===== src/hw/rtl/dse_pkg.sv =====
// ============================================================================
// dse_pkg
// Shared types and constants for the automaton state equivalence search:
// request codes, configuration register indexes, field widths, the count
// bundle passed to the search sequencer, and the sequencer state encoding.
// ============================================================================
`default_nettype none

package dse_pkg;

  // Widths of the request and result fields.
  localparam int ACT_W   = 2;
  localparam int ST_W    = 3;
  localparam int SYM_W   = 3;
  localparam int CFG_D_W = 4;
  localparam int CFG_I_W = 1;

  // Width of state and symbol counts and loop counters (holds up to 31).
  localparam int CNT_W = 5;

  // Result cap per run and the width of the result counter.
  localparam int RESULT_CAP = 28;
  localparam int RES_W      = 5;

  // Request actions.
  typedef enum logic [ACT_W-1:0] {
    ACT_LOAD = 2'd0,
    ACT_MARK = 2'd1,
    ACT_RUN  = 2'd2
  } action_t;

  // Configuration register indexes.
  typedef enum logic [CFG_I_W-1:0] {
    REG_NUM_STATES  = 1'b0,
    REG_NUM_SYMBOLS = 1'b1
  } cfg_reg_t;

  // Effective counts after saturation.
  typedef struct packed {
    logic [CNT_W-1:0] states;
    logic [CNT_W-1:0] symbols;
  } counts_t;

  // Search sequencer states.
  typedef enum logic [3:0] {
    S_IDLE,
    S_INIT,
    S_ROW,
    S_ROW_WAIT,
    S_PAIR,
    S_TRD,
    S_TWAIT,
    S_DWAIT,
    S_WB,
    S_EROW,
    S_EWAIT,
    S_ESCAN,
    S_EFIN
  } search_state_t;

endpackage

`default_nettype wire


===== src/hw/rtl/dse_trans_store.sv =====
// ============================================================================
// dse_trans_store
// Transition table memory. One write port for transition loads and two
// registered read ports that fetch the targets of a state pair on one symbol.
// ============================================================================
`default_nettype none

module dse_trans_store #(
  parameter int MAX_STATES  = 8,
  parameter int MAX_SYMBOLS = 8
) (
  input  wire logic                                          clk,
  input  wire logic                                          wr_en,
  input  wire logic [((MAX_STATES > 1) ? $clog2(MAX_STATES) : 1)-1:0]   wr_state,
  input  wire logic [((MAX_SYMBOLS > 1) ? $clog2(MAX_SYMBOLS) : 1)-1:0] wr_symbol,
  input  wire logic [((MAX_STATES > 1) ? $clog2(MAX_STATES) : 1)-1:0]   wr_target,
  input  wire logic                                          rd_en,
  input  wire logic [((MAX_STATES > 1) ? $clog2(MAX_STATES) : 1)-1:0]   rd_state_a,
  input  wire logic [((MAX_STATES > 1) ? $clog2(MAX_STATES) : 1)-1:0]   rd_state_b,
  input  wire logic [((MAX_SYMBOLS > 1) ? $clog2(MAX_SYMBOLS) : 1)-1:0] rd_symbol,
  output logic      [((MAX_STATES > 1) ? $clog2(MAX_STATES) : 1)-1:0]   target_a,
  output logic      [((MAX_STATES > 1) ? $clog2(MAX_STATES) : 1)-1:0]   target_b
);

  localparam int SW    = (MAX_STATES > 1) ? $clog2(MAX_STATES) : 1;
  localparam int KW    = (MAX_SYMBOLS > 1) ? $clog2(MAX_SYMBOLS) : 1;
  localparam int DEPTH = MAX_STATES * (1 << KW);

  logic [SW-1:0] table_mem [DEPTH];

  // A row per state, one entry per symbol slot.
  always_ff @(posedge clk) begin
    if (wr_en) begin
      table_mem[{wr_state, wr_symbol}] <= wr_target;
    end
  end

  // Both targets are read on the same symbol and registered.
  always_ff @(posedge clk) begin
    if (rd_en) begin
      target_a <= table_mem[{rd_state_a, rd_symbol}];
      target_b <= table_mem[{rd_state_b, rd_symbol}];
    end
  end

endmodule

`default_nettype wire


===== src/hw/rtl/dse_search.sv =====
// ============================================================================
// dse_search
// Table-filling sequencer. Holds the distinct-pair rows in a small memory,
// initializes them from the accepting marks, repeats passes over all pairs
// and symbols until a pass marks nothing, then streams the unmarked pairs
// through an output register.
// ============================================================================
`default_nettype none

module dse_search #(
  parameter int MAX_STATES  = 8,
  parameter int MAX_SYMBOLS = 8
) (
  input  wire logic                                          clk,
  input  wire logic                                          rst,
  input  wire logic                                          start,
  input  wire dse_pkg::counts_t                              counts,
  input  wire logic [MAX_STATES-1:0]                         accepting,
  output logic                                               busy,
  output logic                                               tr_rd_en,
  output logic [((MAX_STATES > 1) ? $clog2(MAX_STATES) : 1)-1:0]   tr_state_a,
  output logic [((MAX_STATES > 1) ? $clog2(MAX_STATES) : 1)-1:0]   tr_state_b,
  output logic [((MAX_SYMBOLS > 1) ? $clog2(MAX_SYMBOLS) : 1)-1:0] tr_symbol,
  input  wire logic [((MAX_STATES > 1) ? $clog2(MAX_STATES) : 1)-1:0] tr_target_a,
  input  wire logic [((MAX_STATES > 1) ? $clog2(MAX_STATES) : 1)-1:0] tr_target_b,
  output logic                                               res_valid,
  input  wire logic                                          res_stall,
  output logic [dse_pkg::ST_W-1:0]                           res_first,
  output logic [dse_pkg::ST_W-1:0]                           res_second,
  output logic                                               res_found,
  output logic                                               res_last
);

  import dse_pkg::*;

  localparam int SW = (MAX_STATES > 1) ? $clog2(MAX_STATES) : 1;
  localparam int KW = (MAX_SYMBOLS > 1) ? $clog2(MAX_SYMBOLS) : 1;

  // Sequencer registers.
  search_state_t            state, state_next;
  logic [CNT_W-1:0]         idx_i, idx_i_next;
  logic [CNT_W-1:0]         idx_j, idx_j_next;
  logic [CNT_W-1:0]         idx_k, idx_k_next;
  logic                     changed, changed_next;
  logic [MAX_STATES-1:0]    row_buf, row_buf_next;
  logic                     have_pend, have_pend_next;
  logic [ST_W-1:0]          pend_a, pend_a_next;
  logic [ST_W-1:0]          pend_b, pend_b_next;
  logic [RES_W-1:0]         res_cnt, res_cnt_next;

  // Output register.
  logic                     out_v, out_v_next;
  logic [ST_W-1:0]          out_a, out_a_next;
  logic [ST_W-1:0]          out_b, out_b_next;
  logic                     out_f, out_f_next;
  logic                     out_l, out_l_next;

  // Pair row memory ports.
  logic                     pw_en;
  logic [SW-1:0]            pw_addr;
  logic [MAX_STATES-1:0]    pw_data;
  logic                     pr_en;
  logic [SW-1:0]            pr_addr;
  logic [MAX_STATES-1:0]    pr_data;
  logic [MAX_STATES-1:0]    pair_rows [MAX_STATES];

  logic                     slot_free;
  logic                     hit;
  logic [CNT_W-1:0]         n_st;
  logic [CNT_W-1:0]         m_sym;

  assign n_st      = counts.states;
  assign m_sym     = counts.symbols;
  assign slot_free = !out_v || !res_stall;

  // A symbol leads the pair to a pair already known distinct.
  assign hit = (CNT_W'(tr_target_a) < n_st) && (CNT_W'(tr_target_b) < n_st) &&
               pr_data[tr_target_b];

  // Pair row memory, one row of distinct bits per state.
  always_ff @(posedge clk) begin
    if (pw_en) begin
      pair_rows[pw_addr] <= pw_data;
    end
  end

  always_ff @(posedge clk) begin
    if (pr_en) begin
      pr_data <= pair_rows[pr_addr];
    end
  end

  // Control registers.
  always_ff @(posedge clk) begin
    if (rst) begin
      state     <= S_IDLE;
      changed   <= 1'b0;
      have_pend <= 1'b0;
      res_cnt   <= '0;
      out_v     <= 1'b0;
    end else begin
      state     <= state_next;
      changed   <= changed_next;
      have_pend <= have_pend_next;
      res_cnt   <= res_cnt_next;
      out_v     <= out_v_next;
    end
  end

  // Loop counters and payload registers.
  always_ff @(posedge clk) begin
    idx_i   <= idx_i_next;
    idx_j   <= idx_j_next;
    idx_k   <= idx_k_next;
    row_buf <= row_buf_next;
    pend_a  <= pend_a_next;
    pend_b  <= pend_b_next;
    out_a   <= out_a_next;
    out_b   <= out_b_next;
    out_f   <= out_f_next;
    out_l   <= out_l_next;
  end

  // Next state and memory controls.
  always_comb begin
    state_next     = state;
    idx_i_next     = idx_i;
    idx_j_next     = idx_j;
    idx_k_next     = idx_k;
    changed_next   = changed;
    row_buf_next   = row_buf;
    have_pend_next = have_pend;
    pend_a_next    = pend_a;
    pend_b_next    = pend_b;
    res_cnt_next   = res_cnt;
    out_v_next     = out_v && res_stall;
    out_a_next     = out_a;
    out_b_next     = out_b;
    out_f_next     = out_f;
    out_l_next     = out_l;
    pw_en          = 1'b0;
    pw_addr        = idx_i[SW-1:0];
    pw_data        = row_buf;
    pr_en          = 1'b0;
    pr_addr        = idx_i[SW-1:0];
    tr_rd_en       = 1'b0;

    case (state)
      S_IDLE: begin
        if (start) begin
          idx_i_next = '0;
          state_next = S_INIT;
        end
      end

      // Seed each row: a pair is distinct when exactly one state accepts.
      S_INIT: begin
        if (idx_i >= n_st) begin
          idx_i_next   = '0;
          changed_next = 1'b0;
          state_next   = S_ROW;
        end else begin
          pw_en      = 1'b1;
          pw_data    = accepting ^ {MAX_STATES{accepting[idx_i[SW-1:0]]}};
          idx_i_next = idx_i + CNT_W'(1);
        end
      end

      // Start a row, or close the pass when all rows are done.
      S_ROW: begin
        if (idx_i >= n_st) begin
          idx_i_next = '0;
          if (changed) begin
            changed_next = 1'b0;
            state_next   = S_ROW;
          end else begin
            res_cnt_next   = '0;
            have_pend_next = 1'b0;
            state_next     = S_EROW;
          end
        end else begin
          pr_en      = 1'b1;
          state_next = S_ROW_WAIT;
        end
      end

      S_ROW_WAIT: begin
        row_buf_next = pr_data;
        idx_j_next   = '0;
        state_next   = S_PAIR;
      end

      // Pick the next unmarked pair of the row.
      S_PAIR: begin
        if (idx_j >= n_st) begin
          state_next = S_WB;
        end else if (row_buf[idx_j[SW-1:0]] || (m_sym == '0)) begin
          idx_j_next = idx_j + CNT_W'(1);
        end else begin
          idx_k_next = '0;
          state_next = S_TRD;
        end
      end

      // Fetch both targets on the current symbol.
      S_TRD: begin
        tr_rd_en   = 1'b1;
        state_next = S_TWAIT;
      end

      // Fetch the row of the first target.
      S_TWAIT: begin
        pr_en      = 1'b1;
        pr_addr    = tr_target_a;
        state_next = S_DWAIT;
      end

      // Test the target pair and step the symbol.
      S_DWAIT: begin
        if (hit) begin
          row_buf_next[idx_j[SW-1:0]] = 1'b1;
          changed_next = 1'b1;
          idx_j_next   = idx_j + CNT_W'(1);
          state_next   = S_PAIR;
        end else if ((idx_k + CNT_W'(1)) >= m_sym) begin
          idx_j_next = idx_j + CNT_W'(1);
          state_next = S_PAIR;
        end else begin
          idx_k_next = idx_k + CNT_W'(1);
          state_next = S_TRD;
        end
      end

      // Write the row back and move on.
      S_WB: begin
        pw_en      = 1'b1;
        idx_i_next = idx_i + CNT_W'(1);
        state_next = S_ROW;
      end

      // Report: load each row in turn.
      S_EROW: begin
        if (idx_i >= n_st) begin
          state_next = S_EFIN;
        end else begin
          pr_en      = 1'b1;
          state_next = S_EWAIT;
        end
      end

      S_EWAIT: begin
        row_buf_next = pr_data;
        idx_j_next   = idx_i + CNT_W'(1);
        state_next   = S_ESCAN;
      end

      // Scan the upper half of the row; one pair is held back so the last
      // one can be flagged.
      S_ESCAN: begin
        if (idx_j >= n_st) begin
          idx_i_next = idx_i + CNT_W'(1);
          state_next = S_EROW;
        end else if (row_buf[idx_j[SW-1:0]]) begin
          idx_j_next = idx_j + CNT_W'(1);
        end else if (!have_pend || slot_free) begin
          if (have_pend) begin
            out_v_next = 1'b1;
            out_a_next = pend_a;
            out_b_next = pend_b;
            out_f_next = 1'b1;
            out_l_next = 1'b0;
          end
          have_pend_next = 1'b1;
          pend_a_next    = idx_i[ST_W-1:0];
          pend_b_next    = idx_j[ST_W-1:0];
          res_cnt_next   = res_cnt + RES_W'(1);
          idx_j_next     = idx_j + CNT_W'(1);
          if ((res_cnt + RES_W'(1)) == RES_W'(RESULT_CAP)) begin
            state_next = S_EFIN;
          end
        end
      end

      // Send the held pair as the last request, or the empty report.
      S_EFIN: begin
        if (slot_free) begin
          out_v_next     = 1'b1;
          out_a_next     = have_pend ? pend_a : '0;
          out_b_next     = have_pend ? pend_b : '0;
          out_f_next     = have_pend;
          out_l_next     = 1'b1;
          have_pend_next = 1'b0;
          state_next     = S_IDLE;
        end
      end

      default: begin
        state_next = S_IDLE;
      end
    endcase
  end

  assign busy       = (state != S_IDLE);
  assign tr_state_a = idx_i[SW-1:0];
  assign tr_state_b = idx_j[SW-1:0];
  assign tr_symbol  = idx_k[KW-1:0];
  assign res_valid  = out_v;
  assign res_first  = out_a;
  assign res_second = out_b;
  assign res_found  = out_f;
  assign res_last   = out_l;

endmodule

`default_nettype wire


===== src/hw/rtl/dfa_state_equivalence.sv =====
// ============================================================================
// dfa_state_equivalence
// Finds equivalent states of a deterministic automaton by table filling.
// ============================================================================
// Requests load one transition, mark one state accepting, or start a search.
// Loads and marks give no result. A search first seeds the pair table, one
// row per state (n = effective state count), then repeats passes until one
// marks nothing; each symbol check of a pair goes through the transition
// memory and then the pair-row memory, one at a time, and at most
// n*(n-1)/2 + 1 passes run. Reporting waits on any output stall. The block
// accepts no request while a search is running; configuration writes are
// always taken. Equivalent pairs come out in row-major order, at most 28,
// the final one flagged last; a search with none sends one request with
// found low.
// ============================================================================
`default_nettype none

module dfa_state_equivalence #(
  parameter int MAX_STATES  = 8,
  parameter int MAX_SYMBOLS = 8
) (
  input  wire logic                          clk,
  input  wire logic                          rst,
  // Request channel.
  input  wire logic                          in_valid,
  output logic                               in_stall,
  input  wire logic [dse_pkg::ACT_W-1:0]     action,
  input  wire logic [dse_pkg::ST_W-1:0]      src_state,
  input  wire logic [dse_pkg::SYM_W-1:0]     symbol,
  input  wire logic [dse_pkg::ST_W-1:0]      dest_state,
  // Result channel.
  output logic                               out_valid,
  input  wire logic                          out_stall,
  output logic [dse_pkg::ST_W-1:0]           first_state,
  output logic [dse_pkg::ST_W-1:0]           second_state,
  output logic                               found,
  output logic                               last,
  // Configuration write channel.
  input  wire logic                          cfg_valid,
  output logic                               cfg_ready,
  input  wire logic [dse_pkg::CFG_I_W-1:0]   cfg_index,
  input  wire logic [dse_pkg::CFG_D_W-1:0]   cfg_data
);

  import dse_pkg::*;

  localparam int SW = (MAX_STATES > 1) ? $clog2(MAX_STATES) : 1;
  localparam int KW = (MAX_SYMBOLS > 1) ? $clog2(MAX_SYMBOLS) : 1;

  logic [CFG_D_W-1:0]    num_states;
  logic [CFG_D_W-1:0]    num_symbols;
  logic [MAX_STATES-1:0] accepting;
  counts_t               counts;
  logic                  req_take;
  logic                  load_ok;
  logic                  mark_ok;
  logic                  run_go;
  logic                  busy;
  logic                  tr_rd_en;
  logic [SW-1:0]         tr_state_a;
  logic [SW-1:0]         tr_state_b;
  logic [KW-1:0]         tr_symbol;
  logic [SW-1:0]         tr_target_a;
  logic [SW-1:0]         tr_target_b;

  // Configuration registers.
  assign cfg_ready = 1'b1;

  always_ff @(posedge clk) begin
    if (rst) begin
      num_states  <= CFG_D_W'(8);
      num_symbols <= CFG_D_W'(2);
    end else if (cfg_valid && cfg_ready) begin
      case (cfg_index)
        REG_NUM_STATES:  num_states  <= cfg_data;
        REG_NUM_SYMBOLS: num_symbols <= cfg_data;
        default: begin
        end
      endcase
    end
  end

  // Counts saturate at the sizes built in.
  always_comb begin
    counts.states  = (CNT_W'(num_states) > CNT_W'(MAX_STATES)) ?
                     CNT_W'(MAX_STATES) : CNT_W'(num_states);
    counts.symbols = (CNT_W'(num_symbols) > CNT_W'(MAX_SYMBOLS)) ?
                     CNT_W'(MAX_SYMBOLS) : CNT_W'(num_symbols);
  end

  // Request decode; indices outside the counts are dropped.
  assign in_stall = busy;
  assign req_take = in_valid && !in_stall;
  assign load_ok  = req_take && (action == ACT_LOAD) &&
                    (CNT_W'(src_state) < counts.states) &&
                    (CNT_W'(symbol) < counts.symbols) &&
                    (CNT_W'(dest_state) < counts.states);
  assign mark_ok  = req_take && (action == ACT_MARK) &&
                    (CNT_W'(src_state) < counts.states);
  assign run_go   = req_take && (action == ACT_RUN);

  // Accepting marks.
  always_ff @(posedge clk) begin
    if (rst) begin
      accepting <= '0;
    end else if (mark_ok) begin
      accepting[SW'(src_state)] <= 1'b1;
    end
  end

  dse_trans_store #(
    .MAX_STATES  (MAX_STATES),
    .MAX_SYMBOLS (MAX_SYMBOLS)
  ) u_trans (
    .clk        (clk),
    .wr_en      (load_ok),
    .wr_state   (SW'(src_state)),
    .wr_symbol  (KW'(symbol)),
    .wr_target  (SW'(dest_state)),
    .rd_en      (tr_rd_en),
    .rd_state_a (tr_state_a),
    .rd_state_b (tr_state_b),
    .rd_symbol  (tr_symbol),
    .target_a   (tr_target_a),
    .target_b   (tr_target_b)
  );

  dse_search #(
    .MAX_STATES  (MAX_STATES),
    .MAX_SYMBOLS (MAX_SYMBOLS)
  ) u_search (
    .clk         (clk),
    .rst         (rst),
    .start       (run_go),
    .counts      (counts),
    .accepting   (accepting),
    .busy        (busy),
    .tr_rd_en    (tr_rd_en),
    .tr_state_a  (tr_state_a),
    .tr_state_b  (tr_state_b),
    .tr_symbol   (tr_symbol),
    .tr_target_a (tr_target_a),
    .tr_target_b (tr_target_b),
    .res_valid   (out_valid),
    .res_stall   (out_stall),
    .res_first   (first_state),
    .res_second  (second_state),
    .res_found   (found),
    .res_last    (last)
  );

endmodule

`default_nettype wire


===== config.mk =====
export PLATFORM = sky130hd
export DESIGN_NAME = dfa_state_equivalence
export DESIGN_NICKNAME = d
export VERILOG_FILES = /design/src/hw/rtl/dse_pkg.sv /design/src/hw/rtl/dse_trans_store.sv /design/src/hw/rtl/dse_search.sv /design/src/hw/rtl/dfa_state_equivalence.sv
export SDC_FILE = /design/constraint.sdc
export NUM_CORES = 1
export LEC_CHECK = 0
export BUFFER_PORTS_ARGS = -buffer_cell sky130_fd_sc_hd__buf_2
export CORE_MARGIN = 3
export CORE_UTILIZATION = 56
export DETAILED_ROUTE_END_ITERATION = 8
export GPL_ROUTABILITY_DRIVEN = 0
export PLACE_DENSITY = 0.77
export SYNTH_ARGS = -nofsm -noshare
export SYNTH_HDL_FRONTEND = slang
export SYNTH_HIERARCHICAL = 1
export SYNTH_SLANG_ARGS = --single-unit

===== constraint.sdc =====
create_clock -name clk -period 2.8 [get_ports clk]
set_clock_uncertainty 0.2 [all_clocks]
set_input_delay 0 -clock clk [delete_from_list [all_inputs] [get_ports clk]]
set_output_delay 0 -clock clk [all_outputs]
set_load 0.05 [all_outputs]

# Yosys cells after proc, flatten, opt, wreduce, memory -nomap -nowiden
# Memory sizes are Yosys's and may differ from the RTL's. A register that Yosys moved wholly into a read port is not among the register bits.
# Cells that the tools add are included.
op_classes:
  n_eq_ne: 38
  add_sub_neg: 4
  reduce_logical: 47
  muxes: 106
  n_lt_le_gt_ge: 16
  n_bitwise: 6
ops:
  columns: ["op", "count"]
  rows:
  - ["$mux 5", 20]
  - ["$mux 4", 14]
  - ["$pmux 4 s13", 1]
  - ["$pmux 5 s5", 2]
  - ["$mux 3", 14]
  - ["$mux 1", 35]
  - ["$mux 8", 3]
  - ["$add 5x1->5 const B", 4]
  - ["$eq 4x4->1 const B", 5]
  - ["$lt 3x4->1", 5]
  - ["$pmux 5 s2", 2]
  - ["$ne 2x1->1 const B", 9]
  - ["$reduce_and 6->1", 3]
  - ["$eq 4x3->1 const B", 4]
  - ["$lt 3x4->1 const B", 4]
  - ["$ne 2x2->1 const B", 8]
  - ["$or 8x8->8", 2]
  - ["$pmux 8 s2", 1]
  - ["$ge 5x4->1", 3]
  - ["$reduce_and 7->1", 2]
  - ["$logic_and 1x1->1", 13]
  - ["$ne 3x1->1 const B", 4]
  - ["$pmux 1 s2", 6]
  - ["$pmux 3 s2", 2]
  - ["other kinds (27)", 51]
word_totals:
  mem_bits_rw: 256
  out_inout_bits: 11
  word_cells: 237
  ff_bits: 65
  n_memories: 2
  in_bits: 21
memory_table:
  columns: ["name", "depth", "word_bits", "read_ports", "rd_ports_with_merged_regs", "wr", "line", "rtl"]
  rows:
  - ["u_trans.table_mem", 64, 3, 2, 2, 1, "dse_trans_store.sv:29", "logic [SW-1:0] table_mem [DEPTH];"]
  - ["u_search.pair_rows", 8, 8, 1, 1, 1, "dse_search.sv:65", "logic [MAX_STATES-1:0] pair_rows [MAX_STATES];"]

# Longest topological paths before layout
depth:
  ltp_word: 9
  depth_mapped: 12
  ltp_nobuf: 11

# Modules after synthesis
# The synthesis kept the hierarchy.
modules_own_cells:
  columns: ["mod", "cells_each", "n_inst", "area_per_inst_um2"]
  rows:
  - ["dse_trans_store", 451, 1, 8199.1]
  - ["dse_search", 516, 1, 6372.4]
  - ["dfa_state_equivalence", 105, 1, 859.6]

# Least setup slack after synthesis
# No wires, ideal clock.
synth_timing:
  path_kind: "register to register"
  startpoint: "register u_search.state[2]"
  endpoint: "memory u_trans/table_mem[32][0] in the netlist's numbering (enable)"
  path_buffers: 1
  arrival_time_ns: 2.767
  path_stages_with_launch: 11
  slack_ns: -0.512
  synth_period_minus_slack_ns: 3.312
  path_cell_list: "dfxtp_1 clkbuf_1 nor2_1 nand2_1 nand2b_1 a211oi_2 nand2_1 nor3_1 nand2b_1 or3_1 nor3_1"
synth_between:
  elab_chain_cells: 9
synth_lines:
  columns: ["element", "line", "rtl"]
  rows:
  - ["from (decl)", "dse_search.sv:40", "search_state_t state, state_next;"]
  - ["from (signal assigned)", "dse_search.sv:102", "state <= state_next;"]
  - ["$reduce_bool 4->1", "dse_search.sv:303", "assign busy = (state != S_IDLE);"]
  - ["via in_stall", "dfa_state_equivalence.sv:26", "output logic in_stall,"]
  - ["$logic_not 1->1", "dfa_state_equivalence.sv:93", "assign req_take = in_valid && !in_stall;"]
  - ["$logic_and 1x1->1", "dfa_state_equivalence.sv:93", null]
  - ["$logic_and 1x1->1 (2 in series)", "dfa_state_equivalence.sv:94", "assign load_ok = req_take && (action == ACT_LOAD) &&"]
  - ["$logic_and 1x1->1", "dfa_state_equivalence.sv:95", "(CNT_W'(src_state) < counts.states) &&"]
  - ["$logic_and 1x1->1", "dfa_state_equivalence.sv:96", "(CNT_W'(symbol) < counts.symbols) &&"]
  - ["via load_ok", "dfa_state_equivalence.sv:55", "logic load_ok;"]
  - ["$mux 1", "dse_trans_store.sv:33", "if (wr_en) begin"]
  - ["$mux 1 (not written as such)", "dse_trans_store.sv:34", "table_mem[{wr_state, wr_symbol}] <= wr_target;"]
  - ["to (decl)", "dse_trans_store.sv:29", null]
# The timed path passes the listed nets, and every way through them passes these cells.

# Final worst setup path
layout_timing:
  startpoint: "register num_states[3]"
  endpoint: "memory u_trans/table_mem[32][1] in the netlist's numbering (enable)"
layout_between:
  elab_chain_cells: 8
  word_cells_on_any_way: 9
layout_lines:
  columns: ["element", "line", "rtl"]
  rows:
  - ["from (decl)", "dfa_state_equivalence.sv:50", "logic [CFG_D_W-1:0] num_states;"]
  - ["from (signal assigned)", "dfa_state_equivalence.sv:75", "REG_NUM_STATES: num_states <= cfg_data;"]
  - ["$gt 4x4->1", "dfa_state_equivalence.sv:85", "counts.states = (CNT_W'(num_states) > CNT_W'(MAX_STATES)) ?"]
  - ["$mux 4 *", "dfa_state_equivalence.sv:85", null]
  - ["$lt 3x4->1", "dfa_state_equivalence.sv:95", null]
  - ["$logic_and 1x1->1", "dfa_state_equivalence.sv:94", null]
  - ["$logic_and 1x1->1", "dfa_state_equivalence.sv:95", null]
  - ["$logic_and 1x1->1 *", "dfa_state_equivalence.sv:96", null]
  - ["via load_ok", "dfa_state_equivalence.sv:55", null]
  - ["$mux 1 *", "dse_trans_store.sv:33", null]
  - ["$mux 1 (not written as such) *", "dse_trans_store.sv:34", null]
# Mark *: on every way through the listed nets, which the timed path passes. The rest lies on a longest branch.

==> metrics.txt <==
share of cells above drive strength 1=29.9%; Worst-Margin Slew=1.08 ns; clk buf depth=3; TNS Setup=-0.0901 ns; IO Count=32; Final setup viols=7; pin count of the biggest net entering global routing=65; min cycle time layout=about 2.8 ns; Post-Route WL=approximately 36000 µm; fmax=354 MHz; failing checks=setup timing; max-cap viol count=0; sequential share of power=between 40 and 50%; hold path start=dest_state[1]; FF-to-FF Start=num_states[3]$_SDFFE_PP1P_; Final Cycle Share=101%; Critical Path RT=about 2.8 ns; synth unique cells=70; Die X=about 170 µm; Pleak=0.00607 µW; most common cell after layout, fill and taps aside=edfxtp_1; global-route wire length before repair=around 54000 µm; largest cells by area after synthesis=edfxtp_1, mux4_2, dfxtp_1; Pwr Total=between 10000 and 15000 µW; placed cell count=roughly 1500; Clock Root Buffer=clkbuf_16; FF+latch count, synth=335; Hold Path End=u_trans/table_mem[26][1]$_DFFE_PP_; Clk Latency, worst-skew pair=between 0.5 and 0.6 ns; clock transition at the registers of the reported paths=around 0.06 ns; Comb power frac=a little under a quarter; Total GRT Usage=23.9%; Clk pwr share=about a third; Final nets=approximately 1200; Cell Rows=60; initial core utilization=a little under three fifths; grt total ovfl=0; via count of the first global-routing pass=9634; Avg Inst Size Synth=about 14 µm²; Warnings, synthesis=6; Avg WL per Cell=between 20 and 25 µm; CTS Sinks=335; antenna violations before repair=1; Reg2Reg Depth=10; die area=29600 µm²; port bufs=30; area grow syn2layout=18.5%; Vias/cell=~6.3; slew margin rel.=a little over a quarter; number of enable flip-flop cells after synthesis=approximately 310; DRT antenna net count=0; fin. max-slew vios=0; DIE HEIGHT=around 170 µm; maximum vdd drop=about 0.69 mV; DRT Pass-1 Iters=6; CTS tree=done; Starting DRT DRC Count=roughly 1300; Yosys top cell area share=59.7%; reg2reg end=u_trans/table_mem[32][1]$_DFFE_PP_; Worst Hold Path Cells=2; Startpoint Class=flop; peak fanout along the critical path=4; unrepaired setup endpoints after global routing=true; reg2reg setup slack=-0.02 ns; Core Box Area=approximately 27000 µm²; switching share of power=28.2%; Num CTS Buffers=34; Async S/R FF share, synth=0%; CP Class=reg2reg; Post-Syn Instances=roughly 1100; CP arrival=about 2.8 ns; sw power=roughly 3900 µW; crit end category=flop; Hold Vio Cnt, Final=0; most frequent cells in the layout=edfxtp_1, nor2_1, buf_4; vias=just under 10000; DRC=0; htree depth=2; sequential area share after synthesis=about 63%; fin cells=about 1600; outcome=finished with violations; Cell Area, Synth=roughly 15000 µm²; final worst slack=-0.0244 ns; area leader, netlist=edfxtp_1; ys flop type=edfxtp_1; hpwl dp=about 23000 µm; HP Class=in2reg; power density over the cells=750 nW/µm²; internal power=9840 µW
-- cell families (layout without fill, tap and decap cells) --
| kind of cell | Yosys count | after routing | share of synthesized area, % |
|---|---|---|---|
| multiplexers | 118 | 118 | 14.0 |
| AND/OR/NAND/NOR | 317 | 317 | 9.75 |
| AO/OA/AOI/OAI | 145 | 145 | 6.21 |
| buffers and inverters | 108 | 256 | 3.26 |
| adder cells (fa/ha/maj) | 29 | 29 | 2.35 |
| flip-flops | 335 | 335 | 63.4 |
| XOR/XNOR | 18 | 18 | 1.02 |
| other | 2 | 5 | 0.0487 |
-- routing by layer --
| metal | vias to the layer above | global-route usage, % | routed length, µm |
|---|---|---|---|
| met4 | 0 | 7.81 | 1230 |
| met5 | - | 0 | 0 |
| met1 | 4865 | 31.9 | 13500 |
| met2 | 491 | 40.5 | 18200 |
| li1 | 4358 | - | - |
| met3 | 94 | 4.16 | 2790 |
-- worst max-delay path by stage --
stage	start	endpoint	slack, ns
floorplan	num_states[3]$_SDFFE_PP1P_	u_search/pair_rows[0][5]$_DFFE_PP_	-0.03
CTS	num_states[3]$_SDFFE_PP1P_	u_trans/table_mem[18][0]$_DFFE_PP_	-0.007
global route	num_states[3]$_SDFFE_PP1P_	u_trans/table_mem[32][1]$_DFFE_PP_	-0.13
finish	num_states[3]$_SDFFE_PP1P_	u_trans/table_mem[32][1]$_DFFE_PP_	-0.02
detailed placement	num_states[3]$_SDFFE_PP1P_	u_search/pair_rows[2][6]$_DFFE_PP_	-0.13
global placement	num_states[3]$_SDFFE_PP1P_	u_search/pair_rows[2][6]$_DFFE_PP_	-0.06
-- flip-flops by register name, summed over array words and instances, names as in the netlist, 4 cells and up --
| register | flops |
|---|---|
| u_search/res_cnt | 5 |
| num_states | 4 |
| accepting | 8 |
| u_search/idx_j | 5 |
| u_search/pr_data | 8 |
| num_symbols | 4 |
| u_search/pair_rows | 64 |
| u_trans/table_mem | 192 |
| u_search/idx_i | 5 |
| u_search/state | 4 |
| u_search/idx_k | 5 |
| u_search/row_buf | 8 |
-- per-stage QoR --
step | setup slack, ns | cell area, µm² | util, % | hold WS, ns
finish | -0.0244 | 18300 | 67.7 | 0.136
global route | -0.130 | 18300 | 67.7 | 0.125
CTS | -0.00660 | 18000 | 66.4 | -0.134
detailed placement | -0.128 | 16400 | 60.7 | 0.0428
global placement | -0.0588 | 16400 | 60.7 | 0.0475
floorplan | -0.0339 | 15500 | - | -0.101
-- critical path, stage by stage, from the launching register on --
cell and delay (ns):
dfxtp_2 0.33, inv_2 0.08, nand2_2 0.08, ha_1 0.30
nor2b_4 0.14, a22oi_1 0.17, nand2_1 0.12, nor3_4 0.28
nand2b_1 0.15, or3_4 0.40, nor3_4 0.25
-- power groups by stage --
stage               clock [µW]  sequential [µW]  combinational, µW
floorplan                    0             6020               2040
global placement             0             6060               2870
detailed placement           0             6070               2940
CTS                       4590             5970               3090
global route              4780             5990               3460
finish                    4520             5970               3220
-- synthesized netlist by cell type, drive strengths merged, types with 4 or more instances --
library cell,number
edfxtp,307
nor2,133
mux4,74
nand2,54
a21oi,41
inv,40
clkbuf,36
buf,32
o21ai,31
nand3,30
ha,29
dfxtp,28
nor2b,28
mux2i,27
nand2b,18
nor3,18
mux2,17
a31oi,12
xor2,12
o22ai,11
nand3b,8
a211oi,6
xnor2,6
and3,5
o211ai,5
o21a,5
a2111oi,4
nand4,4
or3,4
-- final cells by class --
| class | instances | area, µm² |
|---|---|---|
| Sequential cell | 335 | 9780 |
| Fill cell | 1754 | 8740 |
| Multi-Input combinational cell | 631 | 5490 |
| Timing Repair Buffer | 156 | 1340 |
| Clock buffer | 39 | 891 |
| Tap cell | 341 | 427 |
| Clock inverter | 21 | 214 |
| Inverter | 40 | 150 |
| Antenna cell | 1 | 2.50 |
-- repair_timing --
| action | in CTS | in global routing |
|---|---|---|
| gates resized for setup | 36 | 66 |
| hold buffers | 34 | 1 |
| cloned | 0 | 1 |
| endpoints found under the hold margin | 91 | 27 |
| pin swaps | 5 | 11 |
| setup endpoints to repair | 173 | 282 |
| buffers inserted | 0 | 9 |
No activity file was read; power rests on OpenSTA's default activity.
